==> src/hw/rtl/fsks_pkg.sv <==
// ----------------------------------------------------------------------------
// Fixed slot key set package
// Shared types and constants for the key set scan chain and its controller.
// ----------------------------------------------------------------------------
package fsks_pkg;

    // Default number of key slots; the design supports 1 to 64.
    localparam int SLOTS_DEF = 8;

    // Slot index width covers the largest supported set of 64 slots.
    localparam int IDX_W = 6;
    // Occupancy width, as carried by the occupied result field.
    localparam int CNT_W = 7;
    localparam int KEY_W = 16;
    localparam int POS_W = 8;

    typedef enum logic [2:0] {
        MODE_ADD      = 3'd0,
        MODE_REMOVE   = 3'd1,
        MODE_CONTAINS = 3'd2,
        MODE_COUNT    = 3'd3,
        MODE_AT       = 3'd4,
        MODE_CLEAR    = 3'd5
    } mode_t;

    typedef enum logic [1:0] {
        STAT_DONE    = 2'd0,
        STAT_PRESENT = 2'd1,
        STAT_FULL    = 2'd2,
        STAT_MISSING = 2'd3
    } status_t;

    // Scan token that walks the cell chain, one cell per cycle.
    typedef struct packed {
        logic             active;
        mode_t            mode;
        logic [KEY_W-1:0] key;
        logic [POS_W-1:0] pos;
        logic             found;
        logic [IDX_W-1:0] found_idx;
        logic             free_found;
        logic [IDX_W-1:0] free_idx;
        logic [CNT_W-1:0] seen;
        logic             at_hit;
        logic [KEY_W-1:0] at_key;
    } token_t;

    // Slot update broadcast to all cells when a scan finishes.
    typedef struct packed {
        logic             clear_all;
        logic             set_en;
        logic             clr_en;
        logic [IDX_W-1:0] idx;
        logic [KEY_W-1:0] key;
    } cmd_t;

endpackage

==> src/hw/rtl/fsks_cell.sv <==
// ----------------------------------------------------------------------------
// Key set slot cell
// Holds one slot (key and valid bit) and updates the passing scan token.
// ----------------------------------------------------------------------------
module fsks_cell
    import fsks_pkg::*;
#(
    parameter int IDX = 0
) (
    input  logic   clk,
    input  logic   rst_n,
    input  token_t tok_in,
    input  cmd_t   cmd,
    output token_t tok_out
);

    logic             valid_reg;
    logic [KEY_W-1:0] key_reg;
    token_t           tok_reg;
    token_t           tok_next;
    logic             sel;
    logic             match;

    assign sel   = (cmd.idx == IDX_W'(IDX));
    assign match = valid_reg && (key_reg == tok_in.key);

    always_comb
    begin
        tok_next = tok_in;
        if (match && !tok_in.found)
        begin
            tok_next.found     = 1'b1;
            tok_next.found_idx = IDX_W'(IDX);
        end
        if (!valid_reg && !tok_in.free_found)
        begin
            tok_next.free_found = 1'b1;
            tok_next.free_idx   = IDX_W'(IDX);
        end
        if (valid_reg && !tok_in.at_hit)
        begin
            // The position-th occupied slot, counted from zero.
            if ({1'b0, tok_in.seen} == tok_in.pos)
            begin
                tok_next.at_hit = 1'b1;
                tok_next.at_key = key_reg;
            end
            tok_next.seen = tok_in.seen + CNT_W'(1);
        end
    end

    always_ff @(posedge clk or negedge rst_n)
    begin
        if (!rst_n)
        begin
            valid_reg <= 1'b0;
            tok_reg   <= '0;
        end
        else
        begin
            tok_reg <= tok_next;
            if (cmd.clear_all)
            begin
                valid_reg <= 1'b0;
            end
            else if (cmd.set_en && sel)
            begin
                valid_reg <= 1'b1;
            end
            else if (cmd.clr_en && sel)
            begin
                valid_reg <= 1'b0;
            end
        end
    end

    always_ff @(posedge clk)
    begin
        if (cmd.set_en && sel)
        begin
            key_reg <= cmd.key;
        end
    end

    assign tok_out = tok_reg;

endmodule

==> src/hw/rtl/fsks_ctrl.sv <==
// ----------------------------------------------------------------------------
// Key set controller
// Launches scan tokens, applies slot updates and holds the result register.
// ----------------------------------------------------------------------------
module fsks_ctrl
    import fsks_pkg::*;
#(
    parameter int SLOTS = SLOTS_DEF
) (
    input  logic        clk,
    input  logic        rst_n,
    input  logic        s_tvalid,
    output logic        s_tready,
    input  logic [23:0] s_tdata,
    input  logic [2:0]  s_tuser,
    output logic        m_tvalid,
    input  logic        m_tready,
    output logic [31:0] m_tdata,
    output token_t      tok_launch,
    input  token_t      tok_end,
    output cmd_t        cmd
);

    typedef enum logic [1:0] {
        ST_IDLE,
        ST_SCAN,
        ST_EMIT
    } state_t;

    state_t           state_reg;
    logic [CNT_W-1:0] occ_reg;
    logic [CNT_W-1:0] occ_next;
    status_t          stat_reg;
    status_t          stat_next;
    logic             hit_reg;
    logic             hit_next;
    logic [KEY_W-1:0] kout_reg;
    logic [KEY_W-1:0] kout_next;
    logic             m_tvalid_reg;
    logic [31:0]      m_tdata_reg;
    logic             accept;
    logic             emit_go;

    assign s_tready = (state_reg == ST_IDLE);
    assign accept   = s_tvalid && s_tready;
    // The result moves into the output register once that register is free.
    assign emit_go  = (state_reg == ST_EMIT) && (!m_tvalid_reg || m_tready);

    always_comb
    begin
        tok_launch        = '0;
        tok_launch.active = accept;
        tok_launch.mode   = mode_t'(s_tuser);
        tok_launch.key    = s_tdata[15:0];
        tok_launch.pos    = s_tdata[23:16];
    end

    // Decide the outcome once the token has passed every slot.
    always_comb
    begin
        cmd       = '0;
        cmd.key   = tok_end.key;
        occ_next  = occ_reg;
        stat_next = STAT_DONE;
        hit_next  = 1'b0;
        kout_next = '0;
        case (tok_end.mode)
            MODE_ADD:
            begin
                if (tok_end.found)
                begin
                    stat_next = STAT_PRESENT;
                end
                else if (tok_end.free_found)
                begin
                    cmd.set_en = tok_end.active;
                    cmd.idx    = tok_end.free_idx;
                    occ_next   = occ_reg + CNT_W'(1);
                end
                else
                begin
                    stat_next = STAT_FULL;
                end
            end
            MODE_REMOVE:
            begin
                if (tok_end.found)
                begin
                    cmd.clr_en = tok_end.active;
                    cmd.idx    = tok_end.found_idx;
                    occ_next   = occ_reg - CNT_W'(1);
                    hit_next   = 1'b1;
                end
                else
                begin
                    stat_next = STAT_MISSING;
                end
            end
            MODE_CONTAINS:
            begin
                if (tok_end.found)
                begin
                    hit_next = 1'b1;
                end
                else
                begin
                    stat_next = STAT_MISSING;
                end
            end
            MODE_AT:
            begin
                if (tok_end.at_hit)
                begin
                    hit_next  = 1'b1;
                    kout_next = tok_end.at_key;
                end
                else
                begin
                    stat_next = STAT_MISSING;
                end
            end
            MODE_CLEAR:
            begin
                cmd.clear_all = tok_end.active;
                occ_next      = '0;
            end
            default:
            begin
                occ_next = occ_reg;
            end
        endcase
    end

    always_ff @(posedge clk or negedge rst_n)
    begin
        if (!rst_n)
        begin
            state_reg    <= ST_IDLE;
            occ_reg      <= '0;
            stat_reg     <= STAT_DONE;
            hit_reg      <= 1'b0;
            kout_reg     <= '0;
            m_tvalid_reg <= 1'b0;
            m_tdata_reg  <= '0;
        end
        else
        begin
            if (emit_go)
            begin
                m_tvalid_reg <= 1'b1;
                m_tdata_reg  <= {6'b0, kout_reg, occ_reg, hit_reg, stat_reg};
            end
            else if (m_tvalid_reg && m_tready)
            begin
                m_tvalid_reg <= 1'b0;
            end
            case (state_reg)
                ST_IDLE:
                begin
                    if (accept)
                    begin
                        state_reg <= ST_SCAN;
                    end
                end
                ST_SCAN:
                begin
                    if (tok_end.active)
                    begin
                        occ_reg   <= occ_next;
                        stat_reg  <= stat_next;
                        hit_reg   <= hit_next;
                        kout_reg  <= kout_next;
                        state_reg <= ST_EMIT;
                    end
                end
                ST_EMIT:
                begin
                    if (emit_go)
                    begin
                        state_reg <= ST_IDLE;
                    end
                end
                default:
                begin
                    state_reg <= ST_IDLE;
                end
            endcase
        end
    end

    assign m_tvalid = m_tvalid_reg;
    assign m_tdata  = m_tdata_reg;

`ifndef SYNTHESIS
    a_occ_bound: assert property (@(posedge clk) disable iff (!rst_n)
        occ_reg <= CNT_W'(SLOTS))
        else $error("occupancy exceeds slot count");

    a_tok_in_scan: assert property (@(posedge clk) disable iff (!rst_n)
        tok_end.active |-> state_reg == ST_SCAN)
        else $error("scan token finished outside a scan");

    a_set_has_room: assert property (@(posedge clk) disable iff (!rst_n)
        cmd.set_en |-> occ_reg < CNT_W'(SLOTS))
        else $error("slot written while the set is full");

    a_accept_scans: assert property (@(posedge clk) disable iff (!rst_n)
        accept |=> state_reg == ST_SCAN)
        else $error("accepted request did not start a scan");
`endif

endmodule

==> src/hw/rtl/fixed_slot_key_set_unit.sv <==
// A request's token passes through the SLOTS slot cells in order; the controller
// then registers the outcome and moves it into the output register. No new
// request is accepted until the result has moved into the output register.
// A finished result may wait in the output register while the next request
// is accepted and scanned.
// Reset (rst_n, asynchronous, active low) empties every slot at once.
// ----------------------------------------------------------------------------
// Fixed slot key set unit
// A set of up to SLOTS 16-bit keys kept in a chain of slot cells. Each request
// carries one operation (add, remove, contains, count, at, clear); a scan
// token walks the chain, gathering the lookup, the lowest free slot and the
// position-th occupied key, and the controller then commits the update and
// returns exactly one result.
// ----------------------------------------------------------------------------
module fixed_slot_key_set_unit
    import fsks_pkg::*;
#(
    parameter int SLOTS = SLOTS_DEF
) (
    input  logic        clk,
    input  logic        rst_n,
    input  logic        s_tvalid,
    output logic        s_tready,
    input  logic [23:0] s_tdata,   // key[15:0], position[23:16]
    input  logic [2:0]  s_tuser,   // mode[2:0]
    output logic        m_tvalid,
    input  logic        m_tready,
    output logic [31:0] m_tdata    // status[1:0], hit[2], occupied[9:3],
                                   // key_out[25:10], zero fill above
);

    // Token stage i feeds cell i; stage SLOTS is the token leaving the chain.
    token_t tok [SLOTS+1];
    cmd_t   cmd;

    fsks_ctrl #(
        .SLOTS(SLOTS)
    ) u_ctrl (
        .clk       (clk),
        .rst_n     (rst_n),
        .s_tvalid  (s_tvalid),
        .s_tready  (s_tready),
        .s_tdata   (s_tdata),
        .s_tuser   (s_tuser),
        .m_tvalid  (m_tvalid),
        .m_tready  (m_tready),
        .m_tdata   (m_tdata),
        .tok_launch(tok[0]),
        .tok_end   (tok[SLOTS]),
        .cmd       (cmd)
    );

    // The slot cells: each registers the token before handing it on, so a
    // scan visits the slots in turn. Slot updates are broadcast by index.
    for (genvar i = 0; i < SLOTS; i++)
    begin : g_cell
        fsks_cell #(
            .IDX(i)
        ) u_cell (
            .clk    (clk),
            .rst_n  (rst_n),
            .tok_in (tok[i]),
            .cmd    (cmd),
            .tok_out(tok[i+1])
        );
    end

endmodule
==> config.mk <==
export PLATFORM = sky130hd
export DESIGN_NAME = fixed_slot_key_set_unit
export DESIGN_NICKNAME = d
export VERILOG_FILES = /design/src/hw/rtl/fsks_pkg.sv /design/src/hw/rtl/fsks_cell.sv /design/src/hw/rtl/fsks_ctrl.sv /design/src/hw/rtl/fixed_slot_key_set_unit.sv
export SDC_FILE = /design/constraint.sdc
export NUM_CORES = 1
export LEC_CHECK = 0
export ABC_AREA = 0
export BUFFER_PORTS_ARGS = -buffer_cell sky130_fd_sc_hd__buf_4
export CORE_MARGIN = 10
export CORE_UTILIZATION = 46
export DETAILED_ROUTE_END_ITERATION = 12
export HOLD_SLACK_MARGIN = 0.03
export MAX_ROUTING_LAYER = met4
export PLACE_DENSITY_LB_ADDON = 0.1
export SYNTH_ARGS = -nofsm -noshare
export SYNTH_HDL_FRONTEND = slang
export SYNTH_SLANG_ARGS = --single-unit
==> constraint.sdc <==
create_clock -name clk -period 3.2 [get_ports clk]
set_clock_uncertainty 0.1 [all_clocks]
set_input_delay 0.32 -clock clk [delete_from_list [all_inputs] [get_ports clk]]
set_output_delay 0.32 -clock clk [all_outputs]
set_load 0.05 [all_outputs]
-- Yosys cells after proc, flatten, opt, wreduce, memory -nomap -nowiden
Index checks and enable logic that the tools add are counted.
Widths: inputs -> output; s select.
- register bits after elaboration: 698
- bits in latches: 0
- memory bits (writable): 0
- ROM bits: 0
- input port bits: 31
- output and inout bits: 34
- logic and storage cells: 332
- memories kept: 0
- add/sub/neg operators: 8
- $mul: 0
- div/mod/pow operators: 0
- $lt $le $gt $ge: 0
- eq/ne operators: 34
- shifts and indexed selects: 0
- mux-type cells: 85
- bitwise gates (word level): 0
- reductions and logical operators: 96
- operator list (cell ; count):
    $mux 17 ; 9
    $mux 7 ; 20
    $eq 16x16->1 ; 8
    $mux 24 ; 5
    $eq 7x8->1 ; 6
    $logic_and 1x1->1 ; 48
    $add 7x1->7 const B ; 6
    $mux 1 ; 33
    $mux 16 ; 2
    $logic_not 1->1 ; 29
    $reduce_bool 3->1 ; 9
    $eq 6x3->1 const B ; 4
    $pmux 7 s3 ; 1
    $mux 19 ; 1
    $mux 18 ; 1
    $mux 2 ; 7
    $eq 6x2->1 const B ; 2
    $mux 6 ; 2
    $pmux 2 s3 ; 2
    $pmux 6 s2 ; 1
    $eq 1x8->1 ; 1
    $logic_not 8->1 ; 1
    $ne 2x1->1 const B ; 4
    $sub 7x1->7 const B ; 1
    18 further kinds ; 20

-- Longest topological paths before layout
- depth in word-level cells: 8
- depth in mapped cells: 9
- depth with buffers taken out: 8

-- Modules after synthesis
From an unflattened synthesis, not the netlist that was laid out.
- cell total of the unflattened synthesis: 1686
- area, all modules: 26776.9 um^2
- by module, submodules not included (module ; times used ; cells each ; area an instance (um^2) ; sequential area each (um^2)):
    fsks_cell (g_cell[1].u_cell ...) ; 2 ; 175 ; 2960.3 ; 2157.1
    fsks_cell (g_cell[5].u_cell ...) ; 2 ; 172 ; 2949.1 ; 2157.1
    fsks_ctrl ; 1 ; 295 ; 3160.5 ; 1376.3
    fsks_cell (g_cell[0].u_cell) ; 1 ; 179 ; 2961.6 ; 2157.1
    fsks_cell (g_cell[7].u_cell) ; 1 ; 172 ; 2946.6 ; 2157.1
    fsks_cell (g_cell[3].u_cell) ; 1 ; 172 ; 2945.3 ; 2157.1
    fsks_cell (g_cell[4].u_cell) ; 1 ; 174 ; 2944.1 ; 2157.1

-- Worst setup path after synthesis
Ideal clock, no wire load.
- path type: register to register
- start point: reg g_cell[7].u_cell.tok_reg, in the netlist g_cell[7].u_cell.tok_out[62]
- end point: reg g_cell[4].u_cell.key_reg[0] (enable)
- library setup time: 0.389 ns
- arrival time: 2.437 ns
- required time: 2.711 ns
- slack: 0.275 ns
- stages on the path, launching flop included: 6
- path buffers: 1
- clock period less this slack: 2.925 ns
- cells stage by stage: dfrtp_1 buf_6 or4b_4 or4b_4 and2_4 nor2_1
- longest elaborated chain between the ends: 4
- elaborated cells on any way between the ends: 6
- classes of those cells: eq/ne: 2; mux: 2; reduce/logical: 2
- RTL lines (element ; line ; RTL):
    from (decl) ; fsks_cell.sv:19 ; token_t tok_reg;
    from (signal assigned) ; fsks_cell.sv:61 ; tok_reg <= tok_next;
    $eq 3x1->1 / $logic_not 3->1 (equally long branches) ; fsks_ctrl.sv:67 ; case (tok_end.mode)
    $pmux 6 s2 ; fsks_ctrl.sv:67 ;
    $eq 6x3->1 ; fsks_cell.sv:24 ; assign sel = (cmd.idx == IDX_W'(IDX));
    $logic_and 1x1->1 (*) ; fsks_cell.sv:79 ; if (cmd.set_en && sel)
    to (signal assigned) ; fsks_cell.sv:81 ; key_reg <= cmd.key;
    to (decl) ; fsks_cell.sv:18 ; logic [KEY_W-1:0] key_reg;
Mark *: on every way between the ends. The rest lies on a longest branch, timed or not.
A chain may end at the register's enable or synchronous reset.

-- Worst setup path in the final report
- start point: reg g_cell[7].u_cell.tok_reg, in the netlist g_cell[7].u_cell.tok_out[63]
- end point: reg u_ctrl.occ_reg[6]
- longest elaborated chain between the ends: 3
- elaborated cells on any way between the ends: 9
- classes of those cells: eq/ne: 5; mux: 1; reduce/logical: 3
- RTL lines (element ; line ; RTL):
    $eq 3x1->1, or another cell as far along ; fsks_ctrl.sv:67 ;
    $ne 2x1->1 (no line), or another cell as far along ; -- ;
    $reduce_and 6->1 (no line) ; -- ;
    to (signal assigned) ; fsks_ctrl.sv:169 ; occ_reg <= occ_next;
    to (decl) ; fsks_ctrl.sv:31 ; logic [CNT_W-1:0] occ_reg;
Parallel ways exist; a longest one is shown, timed or not.

==> impl_metrics.yaml <==
timing:
  layout_setup_ws_ps: 521
  hold_viol: 0
  finalCritPeriodShare: 0.837
  finalMaxSlewViolations: 0
  fmax_mhz: 373
  min_period_ps: 2680
  final.setup.tns_ps: 0
  slew-limit-headroom: 0.394
  tightest_slew_ps: 909
  rsz0062_at_grt: "no"
  setup_viol: 0
synthesis:
  synthTopCellsByArea: "dfrtp_1 57%, edfxtp_1 18%, mux2_2 7.5%"
  synth_seq_area_share: 0.745
  synth_edf_count: 128
  synth_top_cell_area_share: 0.568
  syn_avg_cell_area_um2: 16.5
  ys_warn_count: 0
  syn_inst: 1313
  synth_cell_types: 65
  ys_seq_elements: 621
  yosysTopAreaCell: "dfrtp_1"
  synthFlopType: "dfrtp_1"
  ys_async_sr_fraction: 0.794
  netlist_area_um2: 21700
route:
  viasPerCell: 4.91
  drc: 0
  drtAntennaViolNets: 0
  dr.pass1.iters: 5
  vias: 10500
  totalWireLength_um: 41000
  drt_iter0_markers: 492
  wire_per_inst_um: 19.3
die:
  io_pins: 65
  die_h_um: 237
  fp-row-count: 79
  core_um2: 46700
  initial_utilization: 0.465
  die_x_um: 237
  die_area_um2: 56300
power_and_ir_drop:
  combinationalPowerShare: 0.053
  p_per_area_nw_per_um2: 644
  p_sw_frac: 0.225
  p_clk_frac: 0.416
  peakVddDrop_v: 0.000418
  p_int_w: 0.0126
  leakagePower_nw: 11.2
  seqPwrFrac: 0.531
  p_switching_w: 0.00368
global_route:
  grtUsageTotal: 0.154
  grt_max_degree: 109
  first_global_vias: 11400
  gr-total-overflow: 0
  grt_pass1_wl_um: 65500
  antenna_found_initial: 0
setup_path:
  r2r-start: "g_cell[7].u_cell.tok_out[63]$_DFF_PN0_"
  start_kind: "register"
  cp_slowest_cell: "or3b_2"
  crit_arrival_ps: 3130
  crit_required_ps: 3650
  critPathCaptureType: "register"
  slowest_delay_ps: 530
  crit_top_cell: "nand2_1"
  path_cells: "or3b_2 > nand2_1 > nand2_1 > ha_1 > or4_1 > or3_1 > a211oi_1 > o32a_1"
  crit_start: "g_cell[7].u_cell.tok_out[63]$_DFF_PN0_"
  worst-path-max-fanout: 7
  worstSetupPathType: "register to register"
  regToRegSetupSlack_ps: 520
clock_tree:
  ctsResizeCount: 0
  cts_buffer_depth: 3
  clk_pin_slew_ps: 60
  cts_tree: "yes"
  cts_made_buffers: 60
  htree_levels: 2
  post_cts.repair.setup_buffers: 0
  insertion_delay_ps: 620
  cts_sinks: 621
  hold_buffers: 30
  cts_root_buf: "clkbuf_16"
min_path:
  min_path_type: "primary input to async pin"
placed_design:
  dp_hpwl_um: 29500
  gp_congestion: 0.835
  post-place-ws_ps: 558
  dp.cells: 1986
  port_buffers: 58
flow_run:
  max_cap_viol_count: 0
layout:
  mostFrequentLayoutCell: "dfrtp_1"
  mostFrequentLayoutCells: "493 x dfrtp_1, 144 x mux2_2, 135 x xor2_1"
  num-nets-final: 1509
  drive_gt1_frac: 0.233
  diodes: 0
  final_cells: 2129
  syn_to_final_growth_pct: 16.7
  largest_reg_flops: 430
status:
  status: "completed"
[final timing paths]
kind | end | depth (start not counted)
setup / recovery | u_ctrl.occ_reg[6]$_DFFE_PN0P_ | 8
hold / removal | g_cell[6].u_cell.tok_out[44]$_DFF_PN0_ | 2
setup reg to reg | u_ctrl.occ_reg[6]$_DFFE_PN0P_ | 8
hold reg to reg | g_cell[3].u_cell.tok_out[65]$_DFF_PN0_ | 0
max in group asynchronous | g_cell[0].u_cell.tok_out[49]$_DFF_PN0_ | 3
min in group clk | g_cell[3].u_cell.tok_out[65]$_DFF_PN0_ | 0
[Yosys cell counts (3+ instances only)]
cell type / number
nand2b_1: 16
nor4_2: 3
nand4b_1: 5
a21oi_1: 9
buf_2: 3
o311ai_0: 4
edfxtp_1: 128
nand2_1: 29
nand4_1: 16
o21ai_0: 13
nor2_1: 26
nand3b_1: 6
xor2_1: 135
nor3_1: 18
o22ai_1: 5
buf_4: 9
inv_1: 4
nor3b_1: 3
a211oi_1: 4
nand3_1: 19
mux2_2: 144
and2_1: 18
dfrtp_1: 493
a22o_1: 18
xnor2_1: 38
mux2i_1: 3
nor4_1: 29
or3_1: 3
clkbuf_1: 17
ha_1: 7
and3_1: 3
o21bai_1: 18
or2_2: 12
or4_1: 4
nor2b_1: 11
[worst max-delay path, delay by kind of cell, from the launching register on]
| family | cells | cell delay, ps |
|---|---|---|
| compound gates | 2 | 440 |
| fa+ha+maj | 1 | 260 |
| flops | 1 | 380 |
| simple gates | 5 | 1430 |
[layout make-up]
type / count / area, um2
repair buffers: 124 / 1090
clock buffers: 93 / 1760
well taps: 607 / 759
inverters: 4 / 15.0
fillers: 3769 / 21300
flip-flops and latches: 621 / 16200
multi-input cells: 660 / 5380
clock inverters: 20 / 166
[per-stage QoR]
step	utilization	hold slack, ps	total power, W	cell area (um2)
final	0.543	246	0.0163	25300
after global routing	0.543	241	0.0170	25300
after CTS	0.543	212	0.0165	25300
after detailed placement	0.496	235	0.00967	23100
after global placement	0.496	234	0.00965	23100
after floorplan	-	-75.6	0.00920	21700
[power by group through the flow]
stage	clock network, W	logic (W)	registers (W)
2_1_floorplan	0	0.000396	0.00880
6_report	0.00679	0.000867	0.00866
3_5_place_dp	0	0.000857	0.00881
5_1_grt	0.00729	0.000957	0.00870
4_1_cts	0.00698	0.000891	0.00867
3_3_place_gp	0	0.000843	0.00880
[logic make-up (layout without fill, tap and decap cells)]
kind of cell               count (synthesis)  count (layout)  share of synthesized area
DFF                                      621             621                      0.745
muxes                                    147             147                     0.0761
AOI/OAI and AO/OA                         92              92                     0.0313
adders and majority gates                  7               7                    0.00403
xor gates and xnor gates                 173             173                     0.0698
other                                      1               6                   0.000173
and+or+nand+nor                          235             235                     0.0645
buffers and inverters                     37             241                    0.00882
[metal layers]
metal  global-route usage  wire [um]  up-vias
met4               0.0680       1470        0
met2                0.244      19900      199
li1                     -          -     4934
met1                0.192      18000     5236
met3               0.0258       1560       93
met5                    -          0        -
No activity file was read; power rests on OpenSTA's default activity.
